## config.mk

```make
export PLATFORM = sky130hd
export DESIGN_NAME = pancake_sorter
export DESIGN_NICKNAME = d
export VERILOG_FILES = /design/src/sv/pks_pkg.sv /design/src/sv/pancake_sorter.sv /design/src/sv/pks_ram.sv
export SDC_FILE = /design/constraint.sdc
export NUM_CORES = 2
export LEC_CHECK = 0
export BUFFER_PORTS_ARGS = -buffer_cell sky130_fd_sc_hd__buf_2
export CAP_MARGIN = 20
export CELL_PAD_IN_SITES_DETAIL_PLACEMENT = 0
export CELL_PAD_IN_SITES_GLOBAL_PLACEMENT = 2
export CORE_ASPECT_RATIO = 0.5
export CORE_MARGIN = 4
export CORE_UTILIZATION = 57
export CTS_BUF_LIST = sky130_fd_sc_hd__clkbuf_2 sky130_fd_sc_hd__clkbuf_4 sky130_fd_sc_hd__clkbuf_8
export CTS_CLUSTER_SIZE = 12
export DETAILED_ROUTE_END_ITERATION = 16
export HOLD_SLACK_MARGIN = 0.02
export PLACE_DENSITY = 0.93
export SYNTH_ARGS = -nofsm -noshare
export SYNTH_HDL_FRONTEND = slang
export SYNTH_HIERARCHICAL = 1
export SYNTH_SLANG_ARGS = --single-unit
```

## constraint.sdc

```tcl
create_clock -name clk -period 10.8 [get_ports clk]
set_input_delay 1.08 -clock clk [delete_from_list [all_inputs] [get_ports clk]]
set_output_delay 1.08 -clock clk [all_outputs]
set_load 0.01 [all_outputs]
```

## src/sv/pks_pkg.sv

```systemverilog
// pks_pkg: control word layout and microprogram for the pancake sorter
`default_nettype none

package pks_pkg;

  localparam int PKS_MAX_ITEMS = 64;
  localparam int PKS_DATA_W    = 32;
  localparam int PKS_PC_W      = 5;

  typedef logic [PKS_PC_W-1:0] pc_t;

  // read address source
  typedef enum logic [1:0] {
    RA_ZERO,
    RA_IDX,
    RA_LO,
    RA_HI
  } rd_addr_t;

  // write port source
  typedef enum logic [1:0] {
    WR_NONE,
    WR_IN,
    WR_LO,
    WR_HI
  } wr_sel_t;

  // datapath register operation
  typedef enum logic [3:0] {
    OP_NOP,
    OP_ACCEPT,
    OP_LD_N,
    OP_SCAN_INIT,
    OP_LD_BEST,
    OP_SCAN,
    OP_FLIP1_INIT,
    OP_LD_TMP,
    OP_STEP,
    OP_FLIP2_INIT,
    OP_DEC_N,
    OP_EMIT_INIT,
    OP_EMIT,
    OP_CLEAR
  } op_t;

  // jump condition, taken -> target, else next step
  typedef enum logic [2:0] {
    JC_NEXT,
    JC_ALWAYS,
    JC_NOT_GO,
    JC_N_LE1,
    JC_SCAN_MORE,
    JC_BEST_END,
    JC_LO_GE_HI,
    JC_EMIT_MORE
  } jcond_t;

  typedef struct packed {
    op_t      op;
    rd_addr_t rd;
    wr_sel_t  wr;
    jcond_t   jc;
    pc_t      target;
  } ctrl_word_t;

  // step addresses
  localparam pc_t S_IDLE   = 5'd0;
  localparam pc_t S_SINIT  = 5'd1;
  localparam pc_t S_CHKN   = 5'd2;
  localparam pc_t S_LDBEST = 5'd3;
  localparam pc_t S_SCAN   = 5'd4;
  localparam pc_t S_DECIDE = 5'd5;
  localparam pc_t S_F1T    = 5'd6;
  localparam pc_t S_F1H    = 5'd7;
  localparam pc_t S_F1WL   = 5'd8;
  localparam pc_t S_F1WH   = 5'd9;
  localparam pc_t S_F2I    = 5'd10;
  localparam pc_t S_F2T    = 5'd11;
  localparam pc_t S_F2H    = 5'd12;
  localparam pc_t S_F2WL   = 5'd13;
  localparam pc_t S_F2WH   = 5'd14;
  localparam pc_t S_DECN   = 5'd15;
  localparam pc_t S_EINIT  = 5'd16;
  localparam pc_t S_EOUT   = 5'd17;
  localparam pc_t S_EDONE  = 5'd18;

  // microprogram rom
  function automatic ctrl_word_t ucode(input pc_t pc);
    ctrl_word_t cw;
    case (pc)
      S_IDLE:   cw = '{OP_ACCEPT,     RA_ZERO, WR_IN,   JC_NOT_GO,    S_IDLE};
      S_SINIT:  cw = '{OP_LD_N,       RA_ZERO, WR_NONE, JC_NEXT,      S_IDLE};
      S_CHKN:   cw = '{OP_SCAN_INIT,  RA_ZERO, WR_NONE, JC_N_LE1,     S_EINIT};
      S_LDBEST: cw = '{OP_LD_BEST,    RA_IDX,  WR_NONE, JC_NEXT,      S_IDLE};
      S_SCAN:   cw = '{OP_SCAN,       RA_IDX,  WR_NONE, JC_SCAN_MORE, S_SCAN};
      S_DECIDE: cw = '{OP_FLIP1_INIT, RA_ZERO, WR_NONE, JC_BEST_END,  S_DECN};
      S_F1T:    cw = '{OP_NOP,        RA_LO,   WR_NONE, JC_LO_GE_HI,  S_F2I};
      S_F1H:    cw = '{OP_LD_TMP,     RA_HI,   WR_NONE, JC_NEXT,      S_IDLE};
      S_F1WL:   cw = '{OP_NOP,        RA_ZERO, WR_LO,   JC_NEXT,      S_IDLE};
      S_F1WH:   cw = '{OP_STEP,       RA_ZERO, WR_HI,   JC_ALWAYS,    S_F1T};
      S_F2I:    cw = '{OP_FLIP2_INIT, RA_ZERO, WR_NONE, JC_NEXT,      S_IDLE};
      S_F2T:    cw = '{OP_NOP,        RA_LO,   WR_NONE, JC_LO_GE_HI,  S_DECN};
      S_F2H:    cw = '{OP_LD_TMP,     RA_HI,   WR_NONE, JC_NEXT,      S_IDLE};
      S_F2WL:   cw = '{OP_NOP,        RA_ZERO, WR_LO,   JC_NEXT,      S_IDLE};
      S_F2WH:   cw = '{OP_STEP,       RA_ZERO, WR_HI,   JC_ALWAYS,    S_F2T};
      S_DECN:   cw = '{OP_DEC_N,      RA_ZERO, WR_NONE, JC_ALWAYS,    S_CHKN};
      S_EINIT:  cw = '{OP_EMIT_INIT,  RA_ZERO, WR_NONE, JC_NEXT,      S_IDLE};
      S_EOUT:   cw = '{OP_EMIT,       RA_IDX,  WR_NONE, JC_EMIT_MORE, S_EOUT};
      S_EDONE:  cw = '{OP_CLEAR,      RA_ZERO, WR_NONE, JC_ALWAYS,    S_IDLE};
      default:  cw = '{OP_NOP,        RA_ZERO, WR_NONE, JC_ALWAYS,    S_IDLE};
    endcase
    return cw;
  endfunction

endpackage

`default_nettype wire

```

## src/sv/pancake_sorter.sv

```systemverilog
// pancake_sorter: collects signed words, sorts them by prefix flips, streams them out
//
//   channel   ports                                     handshake
//   -------   ----------------------------------------  -----------------------------
//   input     in_value, in_last_item                    start && !busy
//   result    out_sorted_value, out_last_out            out_valid, one cycle, no stall
//
// loading accepts one transaction per cycle while busy is low; a transaction with
// in_last_item set starts the sort. for each prefix of size n (from the set size down
// to 2) the sequencer scans for the prefix maximum, flips the prefix up to the maximum
// (first flip) and then the whole prefix (second flip), skipping both when the maximum
// already ends the prefix, and shrinks the prefix; each flip swaps elements pairwise
// from both ends inward. the scan and the flips all share the single read port of the
// element ram. busy is high from the last transaction until the final result. rst_n is
// synchronous and clears the step counter, element count and result strobe; the element
// ram is not cleared. results cannot be stalled by the receiver.
`default_nettype none

module pancake_sorter
  import pks_pkg::*;
#(
  parameter int MAX_ITEMS = PKS_MAX_ITEMS
) (
  input  wire logic                         clk,
  input  wire logic                         rst_n,
  input  wire logic                         start,
  output logic                              busy,
  input  wire logic signed [PKS_DATA_W-1:0] in_value,
  input  wire logic                         in_last_item,
  output logic                              out_valid,
  output logic signed      [PKS_DATA_W-1:0] out_sorted_value,
  output logic                              out_last_out
);

  localparam int AW = $clog2(MAX_ITEMS);     // element address width
  localparam int CW = $clog2(MAX_ITEMS + 1); // count width, holds MAX_ITEMS itself

  // sequencer
  pc_t        pc_r, pc_nxt;
  ctrl_word_t cw;

  // datapath registers
  logic [CW-1:0]         cnt_r, cnt_nxt;      // elements held
  logic [CW-1:0]         n_r, n_nxt;          // current prefix size
  logic [CW-1:0]         i_r, i_nxt;          // scan / emit index, one ahead of rdata
  logic [AW-1:0]         best_r, best_nxt;    // position of prefix maximum
  logic [PKS_DATA_W-1:0] bestv_r, bestv_nxt;  // value of prefix maximum
  logic [AW-1:0]         lo_r, lo_nxt;        // flip pointers
  logic [AW-1:0]         hi_r, hi_nxt;
  logic [PKS_DATA_W-1:0] tmp_r, tmp_nxt;      // holds lower element of a swap

  logic                  out_valid_r, out_valid_nxt;
  logic [PKS_DATA_W-1:0] out_value_r, out_value_nxt;
  logic                  out_last_r, out_last_nxt;

  // ram port signals
  logic                  ram_we;
  logic [AW-1:0]         ram_waddr;
  logic [PKS_DATA_W-1:0] ram_wdata;
  logic [AW-1:0]         ram_raddr;
  logic [PKS_DATA_W-1:0] ram_rdata;

  logic accept;
  logic room;
  logic take;

  assign cw     = ucode(pc_r);
  assign busy   = (pc_r != S_IDLE);
  assign accept = start && !busy;
  assign room   = (cnt_r < CW'(MAX_ITEMS));

  // element store
  pks_ram #(
    .WIDTH(PKS_DATA_W),
    .DEPTH(MAX_ITEMS)
  ) u_store (
    .clk  (clk),
    .we   (ram_we),
    .waddr(ram_waddr),
    .wdata(ram_wdata),
    .raddr(ram_raddr),
    .rdata(ram_rdata)
  );

  // read address select
  always_comb begin
    case (cw.rd)
      RA_ZERO: ram_raddr = '0;
      RA_IDX:  ram_raddr = i_r[AW-1:0];
      RA_LO:   ram_raddr = lo_r;
      RA_HI:   ram_raddr = hi_r;
      default: ram_raddr = '0;
    endcase
  end

  // write port select; a full store drops incoming values
  always_comb begin
    ram_we    = 1'b0;
    ram_waddr = cnt_r[AW-1:0];
    ram_wdata = in_value;
    case (cw.wr)
      WR_IN: begin
        ram_we = accept && room;
      end
      WR_LO: begin
        ram_we    = 1'b1;
        ram_waddr = lo_r;
        ram_wdata = ram_rdata;
      end
      WR_HI: begin
        ram_we    = 1'b1;
        ram_waddr = hi_r;
        ram_wdata = tmp_r;
      end
      default: ram_we = 1'b0;
    endcase
  end

  // jump condition
  always_comb begin
    case (cw.jc)
      JC_NEXT:      take = 1'b0;
      JC_ALWAYS:    take = 1'b1;
      JC_NOT_GO:    take = !(accept && in_last_item);
      JC_N_LE1:     take = (n_r <= CW'(1));
      JC_SCAN_MORE: take = (i_r != n_r);
      JC_BEST_END:  take = (CW'(best_r) == (n_r - CW'(1)));
      JC_LO_GE_HI:  take = (lo_r >= hi_r);
      JC_EMIT_MORE: take = (i_r != cnt_r);
      default:      take = 1'b1;
    endcase
    pc_nxt = take ? cw.target : pc_r + PKS_PC_W'(1);
  end

  // datapath operations
  always_comb begin
    cnt_nxt       = cnt_r;
    n_nxt         = n_r;
    i_nxt         = i_r;
    best_nxt      = best_r;
    bestv_nxt     = bestv_r;
    lo_nxt        = lo_r;
    hi_nxt        = hi_r;
    tmp_nxt       = tmp_r;
    out_valid_nxt = 1'b0;
    out_value_nxt = out_value_r;
    out_last_nxt  = out_last_r;
    case (cw.op)
      OP_ACCEPT: begin
        if (accept && room) begin
          cnt_nxt = cnt_r + CW'(1);
        end
      end
      OP_LD_N: begin
        n_nxt = cnt_r;
      end
      OP_SCAN_INIT: begin
        // element 0 is being read, the scan begins at element 1
        i_nxt    = CW'(1);
        best_nxt = '0;
      end
      OP_LD_BEST: begin
        bestv_nxt = ram_rdata;
        i_nxt     = i_r + CW'(1);
      end
      OP_SCAN: begin
        // rdata holds element i-1; strict compare keeps the first maximum
        if ($signed(ram_rdata) > $signed(bestv_r)) begin
          bestv_nxt = ram_rdata;
          best_nxt  = AW'(i_r - CW'(1));
        end
        i_nxt = i_r + CW'(1);
      end
      OP_FLIP1_INIT: begin
        lo_nxt = '0;
        hi_nxt = best_r;
      end
      OP_LD_TMP: begin
        tmp_nxt = ram_rdata;
      end
      OP_STEP: begin
        lo_nxt = lo_r + AW'(1);
        hi_nxt = hi_r - AW'(1);
      end
      OP_FLIP2_INIT: begin
        lo_nxt = '0;
        hi_nxt = AW'(n_r - CW'(1));
      end
      OP_DEC_N: begin
        n_nxt = n_r - CW'(1);
      end
      OP_EMIT_INIT: begin
        i_nxt = CW'(1);
      end
      OP_EMIT: begin
        // rdata holds element i-1
        out_valid_nxt = 1'b1;
        out_value_nxt = ram_rdata;
        out_last_nxt  = (i_r == cnt_r);
        i_nxt         = i_r + CW'(1);
      end
      OP_CLEAR: begin
        cnt_nxt = '0;
      end
      default: cnt_nxt = cnt_r;
    endcase
  end

  // control registers
  always_ff @(posedge clk) begin
    if (!rst_n) begin
      pc_r        <= S_IDLE;
      cnt_r       <= '0;
      out_valid_r <= 1'b0;
    end else begin
      pc_r        <= pc_nxt;
      cnt_r       <= cnt_nxt;
      out_valid_r <= out_valid_nxt;
    end
  end

  // payload registers
  always_ff @(posedge clk) begin
    n_r         <= n_nxt;
    i_r         <= i_nxt;
    best_r      <= best_nxt;
    bestv_r     <= bestv_nxt;
    lo_r        <= lo_nxt;
    hi_r        <= hi_nxt;
    tmp_r       <= tmp_nxt;
    out_value_r <= out_value_nxt;
    out_last_r  <= out_last_nxt;
  end

  assign out_valid        = out_valid_r;
  assign out_sorted_value = $signed(out_value_r);
  assign out_last_out     = out_valid_r && out_last_r;

  // the final result of a set is on the ports while the count is being cleared
  a_last_at_done: assert property (@(posedge clk) disable iff (!rst_n)
    (pc_r == S_EDONE) |-> (out_valid && out_last_out))
    else $error("final result not shown when the set completes");

  // a final result ends the burst
  a_last_ends_burst: assert property (@(posedge clk) disable iff (!rst_n)
    (out_valid && out_last_out) |=> !out_valid)
    else $error("result strobe after the final result");

  // swap writes only happen with the flip pointers still apart
  a_swap_ordered: assert property (@(posedge clk) disable iff (!rst_n)
    (pc_r == S_F1WL || pc_r == S_F1WH || pc_r == S_F2WL || pc_r == S_F2WH)
      |-> (lo_r < hi_r))
    else $error("swap with crossed flip pointers");

  // a full store drops further values
  a_full_holds: assert property (@(posedge clk) disable iff (!rst_n)
    (accept && !in_last_item && cnt_r == CW'(MAX_ITEMS)) |=> (cnt_r == CW'(MAX_ITEMS)))
    else $error("element count moved past a full store");

endmodule

`default_nettype wire

```

## src/sv/pks_ram.sv

```systemverilog
// pks_ram: generic single write, single read ram with registered read
`default_nettype none

module pks_ram #(
  parameter int WIDTH = 32,
  parameter int DEPTH = 64
) (
  input  wire logic                     clk,
  input  wire logic                     we,
  input  wire logic [$clog2(DEPTH)-1:0] waddr,
  input  wire logic [WIDTH-1:0]         wdata,
  input  wire logic [$clog2(DEPTH)-1:0] raddr,
  output logic      [WIDTH-1:0]         rdata
);

  logic [WIDTH-1:0] mem [DEPTH];

  always_ff @(posedge clk) begin
    if (we) begin
      mem[waddr] <= wdata;
    end
    rdata <= mem[raddr];
  end

endmodule

`default_nettype wire
```

### Word level (Yosys, flattened, before mapping)

Memories as Yosys holds them, arrays and structs flattened. A register that Yosys moved wholly into a read port is not among the register bits.
Cells that the tools add are included.

* flip-flop bits (word level): 142
* latch bits: 0
* bits in writable memories: 2048
* bits in read-only memories: 512
* output and inout port bits: 35
* logic and storage cells: 100
* memories kept: 2

* add/sub/neg operators: 7
* multipliers: 0
* div/mod/pow operators: 0
* magnitude comparators: 4
* equal/unequal tests: 32
* shift operators: 0
* muxes and demuxes: 20
* bitwise logic cells: 0
* reduce and logical (&&, ||, !) cells: 23

Memories
* u_store.mem: words 64, bits a word 32, rd ports 1, clocked after Yosys merged registers in 1, write ports 1, line pks_ram.sv:16 `logic [WIDTH-1:0] mem [DEPTH];`
* (name not given): words 32, bits a word 16, rd ports 1, clocked after Yosys merged registers in 1, write ports 0, line pks_pkg.sv:90 `case (pc)`

Operators with widths (number)
* $pmux W32 S2: 2
* $pmux W7 S2: 3
* $pmux W6 S2: 3
* $gt A32 B32 Y1: 1
* $mux W32: 1
* $eq A4 B4 Y1 const B: 6
* $pmux W6 S4: 1
* $pmux W6 S3: 1
* $eq A4 B3 Y1 const B: 4
* $add A7 B1 Y7 const B: 2
* $ne A7 B7 Y1: 2
* $eq A3 B3 Y1 const B: 4
* $reduce_bool A2 Y1: 6
* $sub A6 B1 Y6 const B: 2
* $mux W5: 2
* $eq A2 B2 Y1 const B: 4
* $eq A4 B2 Y1 const B: 2
* $pmux W1 S8: 1
* $eq A6 B7 Y1: 1
* $eq A7 B7 Y1: 1
* $le A7 B1 Y1 const B: 1
* $lt A7 B7 Y1 const B: 1
* $mux W7: 1
* $sub A7 B1 Y7 const B: 1
* other kinds (20): 33

### Longest topological paths before layout

* word-level depth: 8
* depth in mapped cells: 18
* mapped depth without buffers: 17

### Cells and area by module

The synthesis kept the hierarchy.

By module, submodules not included
* pks_ram: instances 1, cells an instance 3324, area each 78515.3 µm², seq. area each 62139.6 µm²
* pancake_sorter: instances 1, cells an instance 796, area each 8734.6 µm², seq. area each 4454.3 µm²

### Worst setup path after synthesis

No wires, ideal clock.

* path type: reg-to-reg
* from: register cw[8] (netlist name)
* to: memory u_store.mem[49][0], enable pin
* data arrival time: 4.344 ns
* required time: 10.339 ns
* slack: 5.995 ns
* cell stages (with the launch flop): 10
* path buffers: 4
* clock period less this slack: 4.805 ns
* path through: dfxtp_1 clkbuf_1 clkbuf_1 clkbuf_1 mux2i_1 a21oi_1 clkbuf_1 nor2b_1 nand4_1 nor3_1

* elaborated cells on any way between the ends: 8
* those cells by class: eq/ne: 3; mux: 4; reduce/logical: 1

RTL lines
* $eq A2 B2 Y1: line pancake_sorter.sv:101 `case (cw.wr)`
* $pmux W6 S2 *: line pancake_sorter.sv:101
* named net ram_waddr[3]: line pancake_sorter.sv:58 `logic [AW-1:0] ram_waddr;`
* end: declaration: line pks_ram.sv:16

Mark *: on every way through the listed nets, which the timed path passes. The rest lies on a longest branch.

### Worst setup path after layout

* from: register cw[11] (netlist name)
* to: register u_store.rdata[26], read port of u_store.mem

* cells in the longest elaborated chain, start to end: 2
* elaborated cells on any way between the ends: 5
* those cells by class: eq/ne: 3; mux: 1; reduce/logical: 1

RTL lines
* $eq A2 B2 Y1 (tied with other cells): line pancake_sorter.sv:87 `case (cw.rd)`
* $pmux W6 S4 *: line pancake_sorter.sv:87
* named net ram_raddr[1]: line pancake_sorter.sv:60 `logic [AW-1:0] ram_raddr;`
* end: declaration: line pks_ram.sv:13 `output logic [WIDTH-1:0] rdata`

Marked as above.
A chain may end at the register's enable or synchronous reset.

==> qor.csv <==
metric,value,unit
RSZ-0062 raised after global routing,no,
CP arrival,6.43,ns
WL final,219,mm
Yosys warnings,6,
"count leader, synth",edfxtp_1,
Yosys reg bits,2238,
Port Buffers,70,
Final Max Tran Viols,0,
Setup Buffers After CTS,0,
Most used DFF post-synth,edfxtp_1,
Async SR Flop Fraction,0,%
"Min Clock Period, post-route",5.62,ns
setup TNS,0,ns
Syn Area/Cell,21.2,µm²
Synth cell types,81,
Die ar.,160000,µm²
DP HPWL,119,mm
vias post-DR,44500,
CP endpoint kind,register,
worst skew pair latency,0.98,ns
status,"complete, no violations",
Power Total,0.0211,W
layout cells sized above 1,29.9,%
First-pass DRT Iterations,6,
Final #Nets,4529,
Worst slew margin,22.1,%
Cells after Synth,4120,
Clock Path Buffers,4,
most frequent cells after synthesis,"edfxtp_1 (2,177), mux4_2 (544), nor2_1 (225), mux2i_1 (141), a21oi_1 (122)",
CP Data Required Time,11.61,ns
starting density of the core,57.4,%
initial antenna violation count,9,
total gr overflow,0,
top-area cell type share of the netlist area,74.9,%
fin crit share,52.0,%
worst vdd ir,0.135,mV
power per cell area,217,nW/µm²
All-Layer GR Usage,27.7,%
"Reg clk slew, reported paths",0.07,ns
post-synth top area cell,edfxtp_1,
CTS buffer count,320,
final hold vios,0,
height of the die,285,µm
Leakage,30.0,nW
H-tree depth,5,
Post-Syn Nets,4208,
"Max FO, Critical Path",141,
Post-Synthesis Cell Area,87200,µm²
sequential fraction of the synthesis area,76.3,%
global placer's final weighted congestion,0.837,
clock skew,0.0727,ns
Core ar.,152000,µm²
critical path type,register to register,
"Area growth, synth to finish",11.6,%
first-pass GRT wire length,316,mm
fin cells,6724,
number of synthesized flops with an enable pin,2177,
Avg WL per Cell,32.6,µm
number of gates given a new drive strength after cts,0,
I/O pin count,71,
ANT nets after route,0,
# rows,101,
TritonCTS clock tree,built,
die width,561,µm
Placed Cells,6176,
final setup fails,0,
Synth area leaders,"edfxtp_1 (75%), mux4_2 (14%), mux2i_1 (1.6%)",
Via density,6.62,
largest net degree at the start of global routing,142,
Max Freq,178,MHz
max cap viols,0,
Critical Path Source Type,register,
vias in the first global route,44700,
Slew @ Worst Pin,1.17,ns
Residual DRC,0,
clock sink count,2238,
hold buffers post-CTS,0,
1st-iter DRT viols,7178,
CTS Root Cell,clkbuf_8,
Hold Path Class,register to register,
==> state kept, by name, summed over array words and instances (netlist names), 7 cells and up <==
signal,cells
cw,16
u_store/rdata,32
i_r,7
n_r,7
out_sorted_value,32
bestv_r,32
cnt_r,7
tmp_r,32
u_store/mem,2048
==> routing by layer <==
layer / GRT usage (%) / share of wire, % / vias to the layer above
li1: - / - / 17800
met1: 39.4 / 36 / 23100
met2: 41.1 / 46 / 3133
met3: 8.78 / 14 / 436
met4: 9.77 / 3.5 / 4
met5: 0.119 / 0.046 / -
==> kinds of logic (layout without fill, tap and decap cells) <==
logic type / after synthesis / after routing / share of synthesized area [%]
DFF: 2238 / 2238 / 76.3
adders and majority gates: 52 / 52 / 0.746
xor gates and xnor gates: 48 / 48 / 0.515
other: 0 / 2 / 0
buffers and inverters: 280 / 822 / 1.47
AOI/OAI and AO/OA: 368 / 368 / 2.80
muxes: 691 / 691 / 15.7
and+or+nand+nor: 443 / 443 / 2.41
==> per-stage QoR <==
| stage | area, µm² | setup WS (ns) | util, % | hold slack (ns) |
|---|---|---|---|---|
| floorplan | 87200 | 5.99 | - | 0.464 |
| global placement | 91200 | 4.91 | 60.0 | 0.566 |
| detailed placement | 91200 | 5.30 | 60.1 | 0.577 |
| CTS | 97300 | 5.32 | 64.0 | 0.564 |
| global route | 97300 | 4.93 | 64.1 | 0.609 |
| finish | 97300 | 5.18 | 64.1 | 0.583 |
==> path summary, 6_finish.rpt <==
path | endpoint | slack (ns) | depth (start not counted) | startpoint
max reg2reg | u_store/rdata[26]$_DFF_P_ | 5.18 | 9 | cw[11]$_SDFF_PP0_
min | tmp_r[1]$_DFFE_PN_ | 0.58 | 0 | u_store/rdata[1]$_DFF_P_
min reg2reg | tmp_r[1]$_DFFE_PN_ | 0.58 | 0 | u_store/rdata[1]$_DFF_P_
max | u_store/rdata[26]$_DFF_P_ | 5.18 | 9 | cw[11]$_SDFF_PP0_
==> worst max-delay path, cell delays in order (launching register included) <==
cell	delay, ns
dfxtp_1	0.48
nor2b_1	0.54
a22o_4	0.71
buf_12	0.62
buf_12	0.68
or3b_2	0.63
o221ai_1	0.23
a21oi_1	0.12
a21oi_1	0.90
nor2_1	0.09
==> final cells by class <==
class                   count  area [µm²]
repair buffers            218        1590
diodes                      2        5.00
flip-flops and latches   2238       66600
multi-input cells        1602       20300
fillers                  9657       54600
inverters                  61         229
well taps                2060        2580
clock inverters            85         472
clock buffers             458        5560
==> placed cells by master, fill, tap and decap left out, types with 64 or more instances in the layout <==
cell type / n
a21oi_1: 90
buf_2: 70
buf_4: 138
clkbuf_4: 119
clkbuf_8: 339
edfxtp_1: 2177
mux2i_1: 141
mux4_2: 544
nor2_1: 162
nor2_4: 64
o22ai_1: 89
==> power breakdown <==
group | leakage (nW) | switching [W] | internal (W)
registers | 20.1 | 0.000331 | 0.0103
logic | 6.72 | 0.00258 | 0.00147
clock network | 3.20 | 0.00304 | 0.00339
(Power assumes the default switching activity.)
